### src/rtl/core/ean_pkg.sv
// Shared types, code tables and helpers for the EAN/UPC bar-module encoder.
// No dependencies; used by ean_ctrl, ean_datapath and the top level.
package ean_pkg;

  typedef enum logic [1:0] {
    SYM_EAN13 = 2'd0,
    SYM_UPCA  = 2'd1,
    SYM_EAN8  = 2'd2,
    SYM_UPCE  = 2'd3
  } sym_e;

  typedef enum logic [2:0] {
    ST_OK        = 3'd0,
    ST_BAD_LEN   = 3'd1,
    ST_NON_DIGIT = 3'd2,
    ST_MISMATCH  = 3'd3,
    ST_BAD_SYS   = 3'd4
  } status_e;

  localparam int unsigned StoreDepth = 13;

  localparam logic [6:0] GuardPat   = 7'h05;
  localparam logic [6:0] CenterPat  = 7'h0A;
  localparam logic [6:0] UpceEndPat = 7'h15;

  localparam logic [2:0] GuardCnt   = 3'd3;
  localparam logic [2:0] CenterCnt  = 3'd5;
  localparam logic [2:0] UpceEndCnt = 3'd6;
  localparam logic [2:0] DigitCnt   = 3'd7;

  // controller -> datapath
  typedef struct packed {
    logic load;        // store one digit beat
    logic start_code;  // marked digit taken: clear iteration state
    logic sum;         // one checksum step
    logic decide;      // latch verdict and check digit
    logic emit;        // put out one group
  } ean_cmd_t;

  // datapath -> controller
  typedef struct packed {
    logic sum_done;
    logic emit_last;
  } ean_sts_t;

  function automatic logic [6:0] code_l(input logic [3:0] d);
    logic [6:0] r;
    case (d)
      4'd0: r = 7'h0D;
      4'd1: r = 7'h19;
      4'd2: r = 7'h13;
      4'd3: r = 7'h3D;
      4'd4: r = 7'h23;
      4'd5: r = 7'h31;
      4'd6: r = 7'h2F;
      4'd7: r = 7'h3B;
      4'd8: r = 7'h37;
      4'd9: r = 7'h0B;
      default: r = 7'h00;
    endcase
    return r;
  endfunction

  function automatic logic [6:0] code_g(input logic [3:0] d);
    logic [6:0] r;
    case (d)
      4'd0: r = 7'h27;
      4'd1: r = 7'h33;
      4'd2: r = 7'h1B;
      4'd3: r = 7'h21;
      4'd4: r = 7'h1D;
      4'd5: r = 7'h39;
      4'd6: r = 7'h05;
      4'd7: r = 7'h11;
      4'd8: r = 7'h09;
      4'd9: r = 7'h17;
      default: r = 7'h00;
    endcase
    return r;
  endfunction

  function automatic logic [6:0] code_r(input logic [3:0] d);
    logic [6:0] r;
    case (d)
      4'd0: r = 7'h72;
      4'd1: r = 7'h66;
      4'd2: r = 7'h6C;
      4'd3: r = 7'h42;
      4'd4: r = 7'h5C;
      4'd5: r = 7'h4E;
      4'd6: r = 7'h50;
      4'd7: r = 7'h44;
      4'd8: r = 7'h48;
      4'd9: r = 7'h74;
      default: r = 7'h00;
    endcase
    return r;
  endfunction

  // left-half parity, bit 5 = first left digit, 1 = G pattern
  function automatic logic [5:0] par_ean(input logic [3:0] d);
    logic [5:0] r;
    case (d)
      4'd0: r = 6'h00;
      4'd1: r = 6'h0B;
      4'd2: r = 6'h0D;
      4'd3: r = 6'h0E;
      4'd4: r = 6'h13;
      4'd5: r = 6'h19;
      4'd6: r = 6'h1C;
      4'd7: r = 6'h15;
      4'd8: r = 6'h16;
      4'd9: r = 6'h1A;
      default: r = 6'h00;
    endcase
    return r;
  endfunction

  // UPC-E parity for number system 0; system 1 takes the complement
  function automatic logic [5:0] par_upce(input logic [3:0] d);
    logic [5:0] r;
    case (d)
      4'd0: r = 6'h38;
      4'd1: r = 6'h34;
      4'd2: r = 6'h32;
      4'd3: r = 6'h31;
      4'd4: r = 6'h2C;
      4'd5: r = 6'h26;
      4'd6: r = 6'h23;
      4'd7: r = 6'h2A;
      4'd8: r = 6'h29;
      4'd9: r = 6'h25;
      default: r = 6'h00;
    endcase
    return r;
  endfunction

  // remainder by ten for a 6-bit value
  function automatic logic [3:0] mod10(input logic [5:0] v);
    logic [5:0] r;
    r = v;
    if (r >= 6'd60)      r = r - 6'd60;
    else if (r >= 6'd50) r = r - 6'd50;
    else if (r >= 6'd40) r = r - 6'd40;
    else if (r >= 6'd30) r = r - 6'd30;
    else if (r >= 6'd20) r = r - 6'd20;
    else if (r >= 6'd10) r = r - 6'd10;
    return r[3:0];
  endfunction

endpackage

### src/rtl/core/ean_ctrl.sv
// Sequencer of the bar-module encoder: load, checksum sweep, verdict, emission.
// Depends on ean_pkg for the command and status structs.
module ean_ctrl (
  input  logic              clk_i,
  input  logic              rst_ni,
  input  logic              start_i,
  input  logic              last_digit_i,
  input  ean_pkg::ean_sts_t sts_i,
  output ean_pkg::ean_cmd_t cmd_o,
  output logic              busy_o
);
  import ean_pkg::*;

  typedef enum logic [3:0] {
    S_IDLE   = 4'b0001,
    S_SUM    = 4'b0010,
    S_DECIDE = 4'b0100,
    S_EMIT   = 4'b1000
  } state_e;

  state_e state_q, state_d;

  always_comb begin
    state_d = state_q;
    cmd_o   = '0;
    busy_o  = 1'b1;
    case (state_q)
      S_IDLE: begin
        busy_o = 1'b0;
        if (start_i) begin
          cmd_o.load = 1'b1;
          if (last_digit_i) begin
            cmd_o.start_code = 1'b1;
            state_d = S_SUM;
          end
        end
      end
      S_SUM: begin
        cmd_o.sum = 1'b1;
        if (sts_i.sum_done) state_d = S_DECIDE;
      end
      S_DECIDE: begin
        cmd_o.decide = 1'b1;
        state_d = S_EMIT;
      end
      S_EMIT: begin
        cmd_o.emit = 1'b1;
        if (sts_i.emit_last) state_d = S_IDLE;
      end
      default: state_d = S_IDLE;
    endcase
  end

  always_ff @(posedge clk_i or negedge rst_ni) begin
    if (!rst_ni) state_q <= S_IDLE;
    else         state_q <= state_d;
  end

endmodule

### src/rtl/core/ean_datapath.sv
// Digit store, checksum accumulator, verdict and group generator with output
// registers. Depends on ean_pkg for code tables, command and status structs.
module ean_datapath (
  input  logic              clk_i,
  input  logic              rst_ni,
  input  logic              symbology_we_i,
  input  logic [1:0]        symbology_i,
  input  logic [3:0]        digit_i,
  input  ean_pkg::ean_cmd_t cmd_i,
  output ean_pkg::ean_sts_t sts_o,
  output logic              result_valid_o,
  output logic [6:0]        modules_o,
  output logic [2:0]        module_count_o,
  output logic              full_height_o,
  output logic [2:0]        status_o,
  output logic [3:0]        check_value_o,
  output logic              last_group_o
);
  import ean_pkg::*;

  sym_e       sym_q;
  logic [3:0] store_q [StoreDepth];
  logic [3:0] count_q;
  logic       non_digit_q;
  logic [3:0] idx_q;
  logic [3:0] acc_q;
  logic       err_q;
  status_e    status_q;
  logic [3:0] chk_q;

  logic       valid_q;
  logic [6:0] mods_q;
  logic [2:0] mcnt_q;
  logic       full_q;
  logic       last_q;

  // read port into the digit store, shared by the checksum sweep and emission
  logic [3:0] rd_addr;
  logic [3:0] rd_data;
  logic [3:0] emit_addr;

  always_comb begin
    rd_addr = cmd_i.sum ? idx_q : emit_addr;
    rd_data = (rd_addr < 4'(StoreDepth)) ? store_q[rd_addr] : 4'd0;
  end

  // checksum step
  logic [3:0] sum_limit;
  logic       w3;
  logic [5:0] term;

  always_comb begin
    case (sym_q)
      SYM_EAN13: begin sum_limit = 4'd12; w3 = idx_q[0];  end
      SYM_UPCA:  begin sum_limit = 4'd11; w3 = ~idx_q[0]; end
      SYM_EAN8:  begin sum_limit = 4'd7;  w3 = ~idx_q[0]; end
      default:   begin sum_limit = 4'd0;  w3 = 1'b0;      end
    endcase
    if (idx_q >= sum_limit) term = 6'd0;
    else if (w3)            term = {1'b0, rd_data, 1'b0} + 6'(rd_data);
    else                    term = 6'(rd_data);
  end

  // verdict
  logic [3:0] chk_calc;
  logic       len_bad;
  logic       mismatch;
  status_e    status_d;
  logic [3:0] chk_d;

  always_comb begin
    chk_calc = (acc_q == 4'd0) ? 4'd0 : 4'(4'd10 - acc_q);
    case (sym_q)
      SYM_EAN13: begin
        len_bad  = !(count_q == 4'd12 || count_q == 4'd13);
        mismatch = (count_q == 4'd13) && (store_q[12] != chk_calc);
      end
      SYM_UPCA: begin
        len_bad  = !(count_q == 4'd11 || count_q == 4'd12);
        mismatch = (count_q == 4'd12) && (store_q[11] != chk_calc);
      end
      SYM_EAN8: begin
        len_bad  = !(count_q == 4'd7 || count_q == 4'd8);
        mismatch = (count_q == 4'd8) && (store_q[7] != chk_calc);
      end
      default: begin
        len_bad  = (count_q != 4'd8);
        mismatch = 1'b0;
      end
    endcase
    chk_d    = chk_calc;
    status_d = ST_OK;
    if (len_bad) begin
      status_d = ST_BAD_LEN;
      chk_d    = 4'd0;
    end else if (non_digit_q) begin
      status_d = ST_NON_DIGIT;
      chk_d    = 4'd0;
    end else if (sym_q == SYM_UPCE) begin
      if (store_q[0] > 4'd1) begin
        status_d = ST_BAD_SYS;
        chk_d    = 4'd0;
      end else begin
        chk_d = store_q[7];
      end
    end else if (mismatch) begin
      status_d = ST_MISMATCH;
    end
  end

  // group generator
  logic [6:0] grp_pat;
  logic [2:0] grp_cnt;
  logic       grp_full;
  logic       use_chk;
  logic       left_digit;
  logic       right_digit;
  logic [5:0] par;
  logic [2:0] pidx;
  logic [3:0] dsel;
  logic [3:0] last_idx;

  always_comb begin
    grp_pat     = GuardPat;
    grp_cnt     = GuardCnt;
    grp_full    = 1'b1;
    use_chk     = 1'b0;
    left_digit  = 1'b0;
    right_digit = 1'b0;
    emit_addr   = idx_q;
    pidx        = 3'(4'd6 - idx_q);
    par         = 6'd0;
    case (sym_q)
      SYM_EAN13, SYM_UPCA: begin
        last_idx = 4'd14;
        par      = (sym_q == SYM_UPCA) ? 6'd0 : par_ean(store_q[0]);
        if (idx_q == 4'd7) begin
          grp_pat = CenterPat;
          grp_cnt = CenterCnt;
        end else if (idx_q >= 4'd1 && idx_q <= 4'd6) begin
          left_digit = 1'b1;
          emit_addr  = (sym_q == SYM_UPCA) ? idx_q - 4'd1 : idx_q;
          grp_full   = (sym_q == SYM_UPCA) && (idx_q == 4'd1);
        end else if (idx_q >= 4'd8 && idx_q <= 4'd13) begin
          right_digit = 1'b1;
          use_chk     = (idx_q == 4'd13);
          emit_addr   = (sym_q == SYM_UPCA) ? idx_q - 4'd2 : idx_q - 4'd1;
          grp_full    = (sym_q == SYM_UPCA) && (idx_q == 4'd13);
        end
      end
      SYM_EAN8: begin
        last_idx = 4'd10;
        if (idx_q == 4'd5) begin
          grp_pat = CenterPat;
          grp_cnt = CenterCnt;
        end else if (idx_q >= 4'd1 && idx_q <= 4'd4) begin
          left_digit = 1'b1;
          emit_addr  = idx_q - 4'd1;
          grp_full   = 1'b0;
        end else if (idx_q >= 4'd6 && idx_q <= 4'd9) begin
          right_digit = 1'b1;
          use_chk     = (idx_q == 4'd9);
          emit_addr   = idx_q - 4'd2;
          grp_full    = 1'b0;
        end
      end
      default: begin
        last_idx = 4'd7;
        // number system 1 flips the parity pattern
        par = (store_q[0] == 4'd1) ? ~par_upce(store_q[7]) : par_upce(store_q[7]);
        if (idx_q == 4'd7) begin
          grp_pat = UpceEndPat;
          grp_cnt = UpceEndCnt;
        end else if (idx_q >= 4'd1 && idx_q <= 4'd6) begin
          left_digit = 1'b1;
          grp_full   = 1'b0;
        end
      end
    endcase
    dsel = use_chk ? chk_q : rd_data;
    if (left_digit) begin
      grp_cnt = DigitCnt;
      grp_pat = par[pidx] ? code_g(dsel) : code_l(dsel);
    end else if (right_digit) begin
      grp_cnt = DigitCnt;
      grp_pat = code_r(dsel);
    end
  end

  assign sts_o.sum_done  = (idx_q == 4'(StoreDepth - 1));
  assign sts_o.emit_last = err_q || (idx_q == last_idx);

  always_ff @(posedge clk_i or negedge rst_ni) begin
    if (!rst_ni) begin
      sym_q       <= SYM_EAN13;
      count_q     <= 4'd0;
      non_digit_q <= 1'b0;
      idx_q       <= 4'd0;
      valid_q     <= 1'b0;
    end else begin
      valid_q <= cmd_i.emit;
      if (symbology_we_i) sym_q <= sym_e'(symbology_i);
      if (cmd_i.load) begin
        if (count_q != 4'd15) count_q <= count_q + 4'd1;
        if (digit_i > 4'd9)   non_digit_q <= 1'b1;
      end
      if (cmd_i.start_code || cmd_i.decide) idx_q <= 4'd0;
      else if (cmd_i.sum || cmd_i.emit)     idx_q <= idx_q + 4'd1;
      // drop the entry once its last group is out
      if (cmd_i.emit && sts_o.emit_last) begin
        count_q     <= 4'd0;
        non_digit_q <= 1'b0;
      end
    end
  end

  always_ff @(posedge clk_i) begin
    if (cmd_i.load && count_q < 4'(StoreDepth)) store_q[count_q] <= digit_i;
    if (cmd_i.start_code) acc_q <= 4'd0;
    else if (cmd_i.sum)   acc_q <= mod10(6'(acc_q) + term);
    if (cmd_i.decide) begin
      status_q <= status_d;
      chk_q    <= chk_d;
      err_q    <= (status_d != ST_OK);
    end
    if (cmd_i.emit) begin
      if (err_q) begin
        mods_q <= 7'd0;
        mcnt_q <= 3'd0;
        full_q <= 1'b0;
      end else begin
        mods_q <= grp_pat;
        mcnt_q <= grp_cnt;
        full_q <= grp_full;
      end
      last_q <= sts_o.emit_last;
    end
  end

  assign result_valid_o = valid_q;
  assign modules_o      = mods_q;
  assign module_count_o = mcnt_q;
  assign full_height_o  = full_q;
  assign status_o       = status_q;
  assign check_value_o  = chk_q;
  assign last_group_o   = last_q;

endmodule

### src/rtl/core/ean_upc_barcode_module_encoder_core.sv
// Top level of the EAN-13 / UPC-A / EAN-8 / UPC-E bar-module encoder.
// Depends on ean_pkg, ean_ctrl and ean_datapath.
//
//  port group       dir  handshake                  payload
//  digit beat       in   start_i & !busy_o          digit_i, last_digit_i
//  result beat      out  result_valid_o (1 cycle)   modules_o .. last_group_o
//  symbology write  in   symbology_we_i             symbology_i
//
// Each unmarked digit is stored as it is taken. The marked digit starts a checksum
// sweep over the digit store through its shared read port, a verdict step, then
// one group per cycle (15 EAN-13/UPC-A, 11 EAN-8, 8 UPC-E, or one error beat);
// each group is shown in the cycle after it is built. Reset clears the control
// state and the symbology to EAN-13. busy_o is high from the marked digit to
// the final group; the receiver cannot stall.
module ean_upc_barcode_module_encoder_core (
  input  logic       clk_i,
  input  logic       rst_ni,
  input  logic       start_i,
  output logic       busy_o,
  input  logic [3:0] digit_i,
  input  logic       last_digit_i,
  input  logic       symbology_we_i,
  input  logic [1:0] symbology_i,
  output logic       result_valid_o,
  output logic [6:0] modules_o,
  output logic [2:0] module_count_o,
  output logic       full_height_o,
  output logic [2:0] status_o,
  output logic [3:0] check_value_o,
  output logic       last_group_o
);
  import ean_pkg::*;

  ean_cmd_t cmd;
  ean_sts_t sts;

  ean_ctrl u_ctrl (
    .clk_i        (clk_i),
    .rst_ni       (rst_ni),
    .start_i      (start_i),
    .last_digit_i (last_digit_i),
    .sts_i        (sts),
    .cmd_o        (cmd),
    .busy_o       (busy_o)
  );

  ean_datapath u_datapath (
    .clk_i          (clk_i),
    .rst_ni         (rst_ni),
    .symbology_we_i (symbology_we_i),
    .symbology_i    (symbology_i),
    .digit_i        (digit_i),
    .cmd_i          (cmd),
    .sts_o          (sts),
    .result_valid_o (result_valid_o),
    .modules_o      (modules_o),
    .module_count_o (module_count_o),
    .full_height_o  (full_height_o),
    .status_o       (status_o),
    .check_value_o  (check_value_o),
    .last_group_o   (last_group_o)
  );

endmodule

### config.mk
export PLATFORM = sky130hd
export DESIGN_NAME = ean_upc_barcode_module_encoder_core
export DESIGN_NICKNAME = d
export VERILOG_FILES = /design/src/rtl/core/ean_pkg.sv /design/src/rtl/core/ean_ctrl.sv /design/src/rtl/core/ean_datapath.sv /design/src/rtl/core/ean_upc_barcode_module_encoder_core.sv
export SDC_FILE = /design/constraint.sdc
export NUM_CORES = 1
export LEC_CHECK = 0
export BUFFER_PORTS_ARGS = -buffer_cell sky130_fd_sc_hd__buf_4
export CORE_MARGIN = 4
export CORE_UTILIZATION = 35
export DETAILED_ROUTE_END_ITERATION = 12
export PLACE_DENSITY = 0.47
export REMOVE_ABC_BUFFERS = 1
export SETUP_SLACK_MARGIN = 0.02
export SLEW_MARGIN = 20
export SYNTH_ARGS = -nofsm -noshare
export SYNTH_HDL_FRONTEND = slang
export SYNTH_SLANG_ARGS = --single-unit
### constraint.sdc
create_clock -name clk_i -period 8.7 [get_ports clk_i]
set_clock_uncertainty 0.1 [all_clocks]
set_input_delay 1.74 -clock clk_i [delete_from_list [all_inputs] [get_ports clk_i]]
set_output_delay 1.74 -clock clk_i [all_outputs]
set_load 0.01 [all_outputs]
==> results of run 1 <==
==> stage by stage <==
step | hold slack, ps | instances | utilization (%) | instance area [um2]
floorplan | 458 | 723 | - | 7030
global placement | 490 | 1035 | 38.1 | 7680
detailed placement | 511 | 1035 | 38.1 | 7680
CTS | 526 | 1051 | 39.7 | 8010
global route | 574 | 1051 | 39.8 | 8020
finish | 520 | 1051 | 39.8 | 8020
==> cells in the mapped netlist (all sizes together) (10+ instances only) <==
master / number / area (um2)
a211oi: 12 / 95.1
nor2: 65 / 251
mux2i: 18 / 180
xor2: 16 / 140
clkbuf: 25 / 95.1
nor3: 26 / 135
nand2b: 14 / 90.1
a21oi: 44 / 220
inv: 37 / 139
o21ai: 46 / 230
and2: 13 / 81.3
and3: 10 / 62.6
xnor2: 15 / 131
nand2: 50 / 195
edfxtp: 72 / 2160
buf: 12 / 55.1
a31oi: 13 / 81.3
nand3: 30 / 150
ha: 49 / 613
dfrtp: 15 / 375
==> worst max-delay path: cells and delay by family, from the launching register on <==
family	cells	cell delay [ps]
multiplexers	1	490
adder cells (fa/ha/maj)	4	1520
AO/OA/AOI/OAI	12	3050
flip-flops	1	360
buffers and inverters	3	490
AND/OR/NAND/NOR	5	1510
==> cell type report <==
type                    instances  area (um2)
clock buffers                   9         225
clock inverters                 7         103
fillers                      2001       12200
inverters                      38         143
multi-input cells             593        4250
flip-flops and latches         92        2640
well taps                     270         338
repair buffers                 42         315
==> registers in the layout, summed over array words and instances, names as in the netlist, 2 cells and up <==
signal / count
u_ctrl.state_q: 4
u_datapath.count_q: 4
u_datapath.store_q: 52
u_datapath.status_o: 3
u_datapath.acc_q: 4
u_datapath.sym_q: 2
u_datapath.check_value_o: 4
u_datapath.idx_q: 4
u_datapath.module_count_o: 3
u_datapath.modules_o: 7
==> kinds of logic after synthesis <==
logic type | Yosys count
multiplexers | 22
AND/OR/NAND/NOR | 264
flip-flops | 92
buffers and inverters | 75
XOR/XNOR | 31
AO/OA/AOI/OAI | 225
adder cells (fa/ha/maj) | 51
==> final timing paths <==
kind	endpoint	startpoint	slack [ps]
worst max-delay path	u_datapath.acc_q[3]	u_datapath.idx_q[1]	1050
worst min-delay path	u_datapath.sym_q[1]	u_datapath.sym_q[1]	520
worst max register to register	u_datapath.acc_q[3]	u_datapath.idx_q[1]	1050
worst min register to register	u_datapath.sym_q[1]	u_datapath.sym_q[1]	520
max in group asynchronous	u_ctrl.state_q[0]	rst_ni	7060
min in group asynchronous	u_datapath.count_q[0]	rst_ni	1160
==> metal layers <==
layer  GRT usage [%]  part of all wire (%)
met1            27.0                    47
met5               0                     0
met2            30.5                    46
met4            5.62                   1.8
met3            3.11                   4.7
==> summary.md, run 1 <==
| Metric | Value |
|---|---|
| Pre-CTS setup slack | 1100 ps |
| Post-route setup TNS | 0 ps |
| Post-synthesis sequential area ratio | 36.8% |
| Worst path slowest cell | ha_1 |
| Setup violators final | 0 |
| Most common cell after layout, fill and taps aside | edfxtp_1 |
| Final WS setup | 1050 ps |
| H-tree Lvls | 3 |
| Via count | 6026 |
| First-pass GRT wire length | 33.7 mm |
| Die extent in y | 151 um |
| Fraction of registers with async set/reset | 17.4% |
| Measured slew at the worst slew-check pin | 894 ps |
| WL per Instance | 20.2 um |
| CP Max Fanout | 18 |
| Initial antenna violation count | 0 |
| Hold-fix buffers, CTS | 0 |
| Root buf cell | clkbuf_16 |
| Post-Synth Adder-Cell Area | 9.10% |
| WP data arrival | 7790 ps |
| Compound-gate portion of the synthesized area | 22.5% |
| WHS Path Cells | 2 |
| Layout cell share with drive strength beyond 1 | 12.7% |
| Worst-Skew Late Latency | 360 ps |
| Pin count of the biggest net entering global routing | 38 |
| Worst EP required | 8840 ps |
| Setup bufs post-CTS | 0 |
| Synthesized instance count | 760 |
| Diodes inserted | 0 |
| Post-Route WL | 21.3 mm |
| Fmax | 0.131 GHz |
| Simple logic cell fraction of the synthesized area | 20.0% |
| Period utilization | 88.0% |
| Largest family of logic cells by synthesized area | compound AO/OA/AOI/OAI gates |
| Max-cap viol count | 0 |
| Drt initial violations | 389 |
| Setup Crit Path Kind | reg2reg |
| Most frequent cells in the layout | edfxtp_1 (72), nor2_1 (62), nand2_1 (49), ha_1 (49), a21oi_1 (44) |
| Xor/xnor share of the synthesized area | 3.78% |
| Synth unique cells | 98 |
| Nature of the critical path startpoint | flop |
| CTS tree | done |
| Proportion of synthesized area in mux cells | 3.61% |
| GRT Util Overall | 19.2% |
| CTS clk-pin slew, worst paths | 80 ps |
| Rows | 52 |
| Placeable Area | 20200 um2 |
| Starting density of the core | 35.6% |
| Worst setup EP type | flop |
| Detailed placement HPWL | 16.1 mm |
| Hold Vio Cnt, Final | 0 |
| Number of port buffers | 31 |
| Die area | 22900 um2 |
| RSZ-0062 raised after global routing | false |
| Crit path largest cell delay | 500 ps |
| Cell mode on critical path | ha_1 |
| P&R area growth vs syn | 11.7% |
| Antenna-violating nets left | 0 |
| Avg Cell Area, Syn | 9.44 um2 |
| Outcome | completed |
| Slew headroom | 40.4% |
| Vias per inst | 5.73 |
| Nets | 838 |
| Post-cts sizing count | 0 |
| Synth Flop Type | edfxtp_1 |
| HP Class | reg2reg |
| Synth Cell Area | 7180 um2 |
| Post-synth EDFFs | 72 |
| Vias in the first global route | 5747 |
| # clock sinks | 92 |
| Gpl congestion | 0.945 |
| Grt total ovfl | 0 |
| YS warnings | 0 |
| Clock Path Buffers | 2 |
| Num CTS Buffers | 9 |
| Tmin final | 7650 ps |
| Pre-antenna DRT Iters | 5 |
| Slew Viols, Final | 0 |
| I/O pin count | 32 |
| Remaining DRCs | 0 |
| Flip-flop and latch count after synthesis | 92 |
| Overall die width | 151 um |
| Reg2Reg Depth | 25 |
Power of run 1 is left out: the tool's default activity adds up to more than one toggle a clock period on the data nets, which glitch-free logic cannot reach.
==> run 2, diff against run 1 <==
--- a/config.mk
+++ b/config.mk
@@ -6,7 +6,7 @@
 export NUM_CORES = 1
 export LEC_CHECK = 0
 export BUFFER_PORTS_ARGS = -buffer_cell sky130_fd_sc_hd__buf_4
-export CORE_MARGIN = 4
+export CORE_MARGIN = 8
 export CORE_UTILIZATION = 35
 export DETAILED_ROUTE_END_ITERATION = 12
 export PLACE_DENSITY = 0.47
==> run 2 against run 1 <==
Via count is essentially flat. Clock-buffer cell count is the same. First-iteration DRC count rose by 3.6%. Die area is 11% higher. Setup slack worse by 150 ps. Global-route usage down 2.7 points. Cell count stayed put. Sequential share of layout area barely moved. Sequential cell count stayed put.
==> summary.md, run 2 (synthesized netlist as in run 1, its figures left out) <==
| Metric | Value |
|---|---|
| CP Max Fanout | 18 |
| Antenna-violating nets left | 0 |
| Pre-CTS setup slack | 1020 ps |
| Remaining DRCs | 0 |
| Pin count of the biggest net entering global routing | 27 |
| Vias in the first global route | 5796 |
| RSZ-0062 raised after global routing | false |
| P&R area growth vs syn | 11.6% |
| Tmin final | 7810 ps |
| WL per Instance | 20.2 um |
| Grt total ovfl | 0 |
| Worst setup EP type | flop |
| Rows | 52 |
| Final WS setup | 893 ps |
| Nature of the critical path startpoint | flop |
| Most frequent cells in the layout | edfxtp_1 (72), nor2_1 (62), nand2_1 (49), ha_1 (49), a21oi_1 (44) |
| Max-cap viol count | 0 |
| Hold-fix buffers, CTS | 0 |
| Worst path slowest cell | xnor2_1 |
| Starting density of the core | 35.6% |
| Most common cell after layout, fill and taps aside | edfxtp_1 |
| Cell family with most CP delay | compound AO/OA/AOI/OAI gates |
| Drt initial violations | 403 |
| Period utilization | 89.7% |
| Worst EP required | 8840 ps |
| Post-route setup TNS | 0 ps |
| Crit path largest cell delay | 620 ps |
| Die extent in y | 159 um |
| Measured slew at the worst slew-check pin | 935 ps |
| Gpl congestion | 0.884 |
| Overall die width | 159 um |
| I/O pin count | 32 |
| HP Class | reg2reg |
| Largest reg by FF count | u_datapath.store_q |
| Fmax | 0.128 GHz |
| CTS tree | done |
| Number of port buffers | 31 |
| Cell mode on critical path | ha_1 |
| Setup Crit Path Kind | reg2reg |
| Hold Vio Cnt, Final | 0 |
| Setup bufs post-CTS | 0 |
| GRT Util Overall | 16.5% |
| # clock sinks | 92 |
| Vias per inst | 5.73 |
| Outcome | completed |
| Detailed placement HPWL | 16.3 mm |
| Nets | 838 |
| Via count | 6023 |
| Num CTS Buffers | 9 |
| Diodes inserted | 0 |
| Slew headroom | 37.7% |
| Post-Route WL | 21.2 mm |
| Setup violators final | 0 |
| Buf+Inv Stages, Crit Path | 3 |
| First-pass GRT wire length | 33.4 mm |
| Clock Path Buffers | 2 |
| Worst-Skew Late Latency | 350 ps |
| CTS clk-pin slew, worst paths | 70 ps |
| Layout cell share with drive strength beyond 1 | 12.7% |
| Post-cts sizing count | 0 |
| WP data arrival | 7940 ps |
| Pre-antenna DRT Iters | 6 |
| Largest register FFs | 52 |
| Die area | 25300 um2 |
| H-tree Lvls | 3 |
| Root buf cell | clkbuf_16 |
| Slew Viols, Final | 0 |
| Placeable Area | 20200 um2 |
| Initial antenna violation count | 0 |
-- run 2: area by class of cell --
class | instances | area [um2]
clock buffer | 9 | 225
clock inverter | 7 | 91.3
fill | 2002 | 12200
inverter | 38 | 143
multi-input combinational | 593 | 4250
sequential | 92 | 2640
tap | 270 | 338
timing repair buffer | 42 | 315
-- run 2: routing by layer --
layer	vias to the layer above	global-route usage [%]	part of all wire (%)
met5	-	0	0
met3	40	3.26	5.2
met2	182	25.8	45
met4	0	6.69	3.2
met1	2892	21.9	46
li1	2909	-	-
-- run 2: path summary, 6_finish.rpt --
| check | start | endpoint | slack [ps] | cells after the start |
|---|---|---|---|---|
| max | u_datapath.idx_q[1] | u_datapath.acc_q[1] | 890 | 26 |
| min | u_datapath.count_q[1] | u_datapath.count_q[1] | 520 | 2 |
| max reg2reg | u_datapath.idx_q[1] | u_datapath.acc_q[1] | 890 | 26 |
| min reg2reg | u_datapath.count_q[1] | u_datapath.count_q[1] | 520 | 2 |
| max in group asynchronous | rst_ni | u_ctrl.state_q[0] | 7060 | 1 |
| min in group asynchronous | rst_ni | u_datapath.count_q[1] | 1160 | 1 |
-- run 2: through the flow --
step	util [%]	hold WS, ps	instances	area (um2)
after global placement	38.1	510	1035	7680
after global routing	39.7	583	1051	8010
after detailed placement	38.1	524	1035	7680
after floorplan	-	458	723	7030
final	39.7	523	1051	8010
after CTS	39.6	542	1051	8000
-- run 2: tightest hold or removal path: cells and delay by family, from the launching register on --
family / cells / cell delay [ps]
DFF: 1 / 420
muxes: 1 / 90
and+or+nand+nor: 1 / 80
Power of run 2 is left out for the same reason.
==> run 3, diff against run 2 <==
--- a/config.mk
+++ b/config.mk
@@ -15,4 +15,5 @@
 export SLEW_MARGIN = 20
 export SYNTH_ARGS = -nofsm -noshare
 export SYNTH_HDL_FRONTEND = slang
+export SYNTH_HIERARCHICAL = 1
 export SYNTH_SLANG_ARGS = --single-unit
==> run 3 against run 2 <==
Final area decreased by 1.2%. Global-route usage increased by 0.39 points. Fmax decreased by 1.9%. Clock-buffer cell count unchanged. Non-clock buffer count increased by 4. Utilization decreased by 0.21 points. Synthesized area decreased by 1.3%. Highest routed layer unchanged.
==> summary.md, run 3 <==
| Metric | Value |
|---|---|
| Most area-consuming cells after synthesis | edfxtp_1 (31%), ha_1 (9.4%), dfrtp_1 (5.3%) |
| Post-synth EDFFs | 72 |
| RSZ-0062 raised after global routing | false |
| Worst EP required | 8870 ps |
| Nature of the critical path startpoint | flop |
| Pwr dens | 421 nW/um2 |
| Post-synthesis sequential area ratio | 37.3% |
| Cells after DPL | 1015 |
| Largest register FFs | 52 |
| Fmax | 0.126 GHz |
| Die area | 25100 um2 |
| WP data arrival | 8120 ps |
| Synthesized instance count | 731 |
| Measured slew at the worst slew-check pin | 945 ps |
| CTS clk-pin slew, worst paths | 70 ps |
| Antenna-violating nets left | 0 |
| Via count | 5830 |
| Grt total ovfl | 0 |
| Nets | 822 |
| Synth Cell Area | 7090 um2 |
| YS warnings | 6 |
| WL per Instance | 19.9 um |
| Post-synth top cells | edfxtp_1 (72), nand2_1 (62), ha_1 (53), nor2_1 (46), a21oi_1 (44) |
| Num CTS Buffers | 9 |
| Top-count cell post-synth | edfxtp_1 |
| Setup violators final | 0 |
| Leakage | 3.18 nW |
| Die extent in y | 158 um |
| Slew Viols, Final | 0 |
| Largest area contributor in the netlist | edfxtp_1 |
| Gpl congestion | 0.884 |
| Largest reg by FF count | u_datapath/store_q |
| Layout cell share with drive strength beyond 1 | 14.6% |
| Flip-flop and latch count after synthesis | 92 |
| Hold-fix buffers, CTS | 0 |
| Outcome | completed |
| Detailed placement HPWL | 15.6 mm |
| GRT Util Overall | 16.9% |
| Most common cell after layout, fill and taps aside | edfxtp_1 |
| Period utilization | 91.4% |
| Placeable Area | 20000 um2 |
| Pre-antenna DRT Iters | 5 |
| Overall die width | 158 um |
| Synth Flop Type | edfxtp_1 |
| P&R area growth vs syn | 11.7% |
| H-tree Lvls | 3 |
| Vias in the first global route | 5797 |
| Root buf cell | clkbuf_16 |
| HP Class | reg2reg |
| First-pass GRT wire length | 32.6 mm |
| Number of port buffers | 31 |
| Yosys top cell area share | 30.5% |
| Reg2Reg Depth | 26 |
| Peak supply drop | 0.205 mV |
| Remaining DRCs | 0 |
| Clock Path Buffers | 2 |
| # clock sinks | 92 |
| Most frequent cells in the layout | edfxtp_1 (72), nand2_1 (62), ha_1 (53), buf_4 (46), nor2_1 (46) |
| Tmin final | 7960 ps |
| Pin count of the biggest net entering global routing | 25 |
| Synth unique cells | 94 |
| Worst-Skew Late Latency | 350 ps |
| Starting density of the core | 35.4% |
| Post-cts sizing count | 0 |
| Rows | 52 |
| I/O pin count | 32 |
| Setup Crit Path Kind | reg2reg |
| Setup bufs post-CTS | 0 |
| Slew headroom | 36.8% |
| Vias per inst | 5.65 |
| Fraction of registers with async set/reset | 17.4% |
| Post-route setup TNS | 0 ps |
| Worst setup EP type | flop |
| Max-cap viol count | 0 |
| Fillers | 1995 |
| Avg Cell Area, Syn | 9.69 um2 |
| Non-Filler Instances | 1032 |
| Hold Vio Cnt, Final | 0 |
| Initial antenna violation count | 0 |
| CTS tree | done |
| WHS Path Cells | 1 |
| CP Max Fanout | 15 |
| Post-Route WL | 20.6 mm |
| Drt initial violations | 457 |
## run 3: final cells by class
| type | count | area (um2) | share of cell area [%] |
|---|---|---|---|
| clock inverter | 7 | 66.3 | 0.838 |
| clock buffer | 9 | 225 | 2.85 |
| timing repair buffer | 46 | 345 | 4.36 |
| antenna | 1 | 2.50 | 0.0316 |
| multi-input combinational | 566 | 4140 | 52.3 |
| sequential | 92 | 2640 | 33.4 |
| inverter | 41 | 154 | 1.94 |
| tap | 270 | 338 | 4.27 |
## run 3: layer usage
layer	global-route usage [%]	part of all wire, %	vias to the layer above
li1	-	-	2767
met1	21.9	45	2873
met2	28.3	48	157
met3	2.88	5.5	33
met4	5.12	1.7	0
met5	0	0	-
## run 3: through the flow
stage	util, %	worst slack (ps)	hold slack [ps]	power (mW)	instance area [um2]
3_5_place_dp	38.0	868	463	2.90	7620
2_1_floorplan	-	1560	399	2.33	6930
5_1_grt	39.5	188	510	3.64	7910
4_1_cts	39.5	832	474	3.31	7910
3_3_place_gp	38.0	1200	447	2.91	7620
6_report	39.5	744	476	3.33	7910
## run 3: cell families after synthesis
family          share of synthesized area (%)
fa+ha+maj                                9.92
flops                                    37.3
mux                                      6.16
buf+inv                                  4.38
xor+xnor                                 4.06
compound gates                           20.1
simple gates                             18.0
## run 3: critical path: stages (launching register included)
cell and delay (ps):
dfrtp_1 440, ha_1 220, buf_4 200, nor2_2 490, o211ai_4 240, or3b_4 440, a211oi_4 630, nor2b_1 120
a211oi_1 300, a21oi_1 100, mux2_2 300, o21ai_1 450, inv_1 150, ha_1 250, inv_1 80, fa_1 410
a211oi_1 240, ha_1 210, a21oi_1 110, xnor2_1 610, inv_1 260, ha_1 250, a21boi_0 380, nor3b_1 160
o311ai_1 300, mux2_2 370, o221ai_1 70
## run 3: worst paths after layout
check	slack (ps)	to	startpoint
min reg2reg	480	u_ctrl/state_q[3]	u_ctrl/state_q[1]
max	740	u_datapath/acc_q[1]	u_datapath/sym_q[0]
max in group asynchronous	7090	u_ctrl/state_q[0]	rst_ni
max reg2reg	740	u_datapath/acc_q[1]	u_datapath/sym_q[0]
min in group asynchronous	1150	u_datapath/result_valid_o	rst_ni
min	480	u_ctrl/state_q[3]	u_ctrl/state_q[1]
## run 3: power by group
| part | total, mW | leakage [nW] | internal (mW) | switching (mW) |
|---|---|---|---|---|
| Sequential | 0.568 | 0.900 | 0.522 | 0.0460 |
| Combinational | 2.37 | 2.13 | 0.938 | 1.43 |
| Clock | 0.390 | 0.143 | 0.201 | 0.189 |
Power figures use the tool's default switching activity.
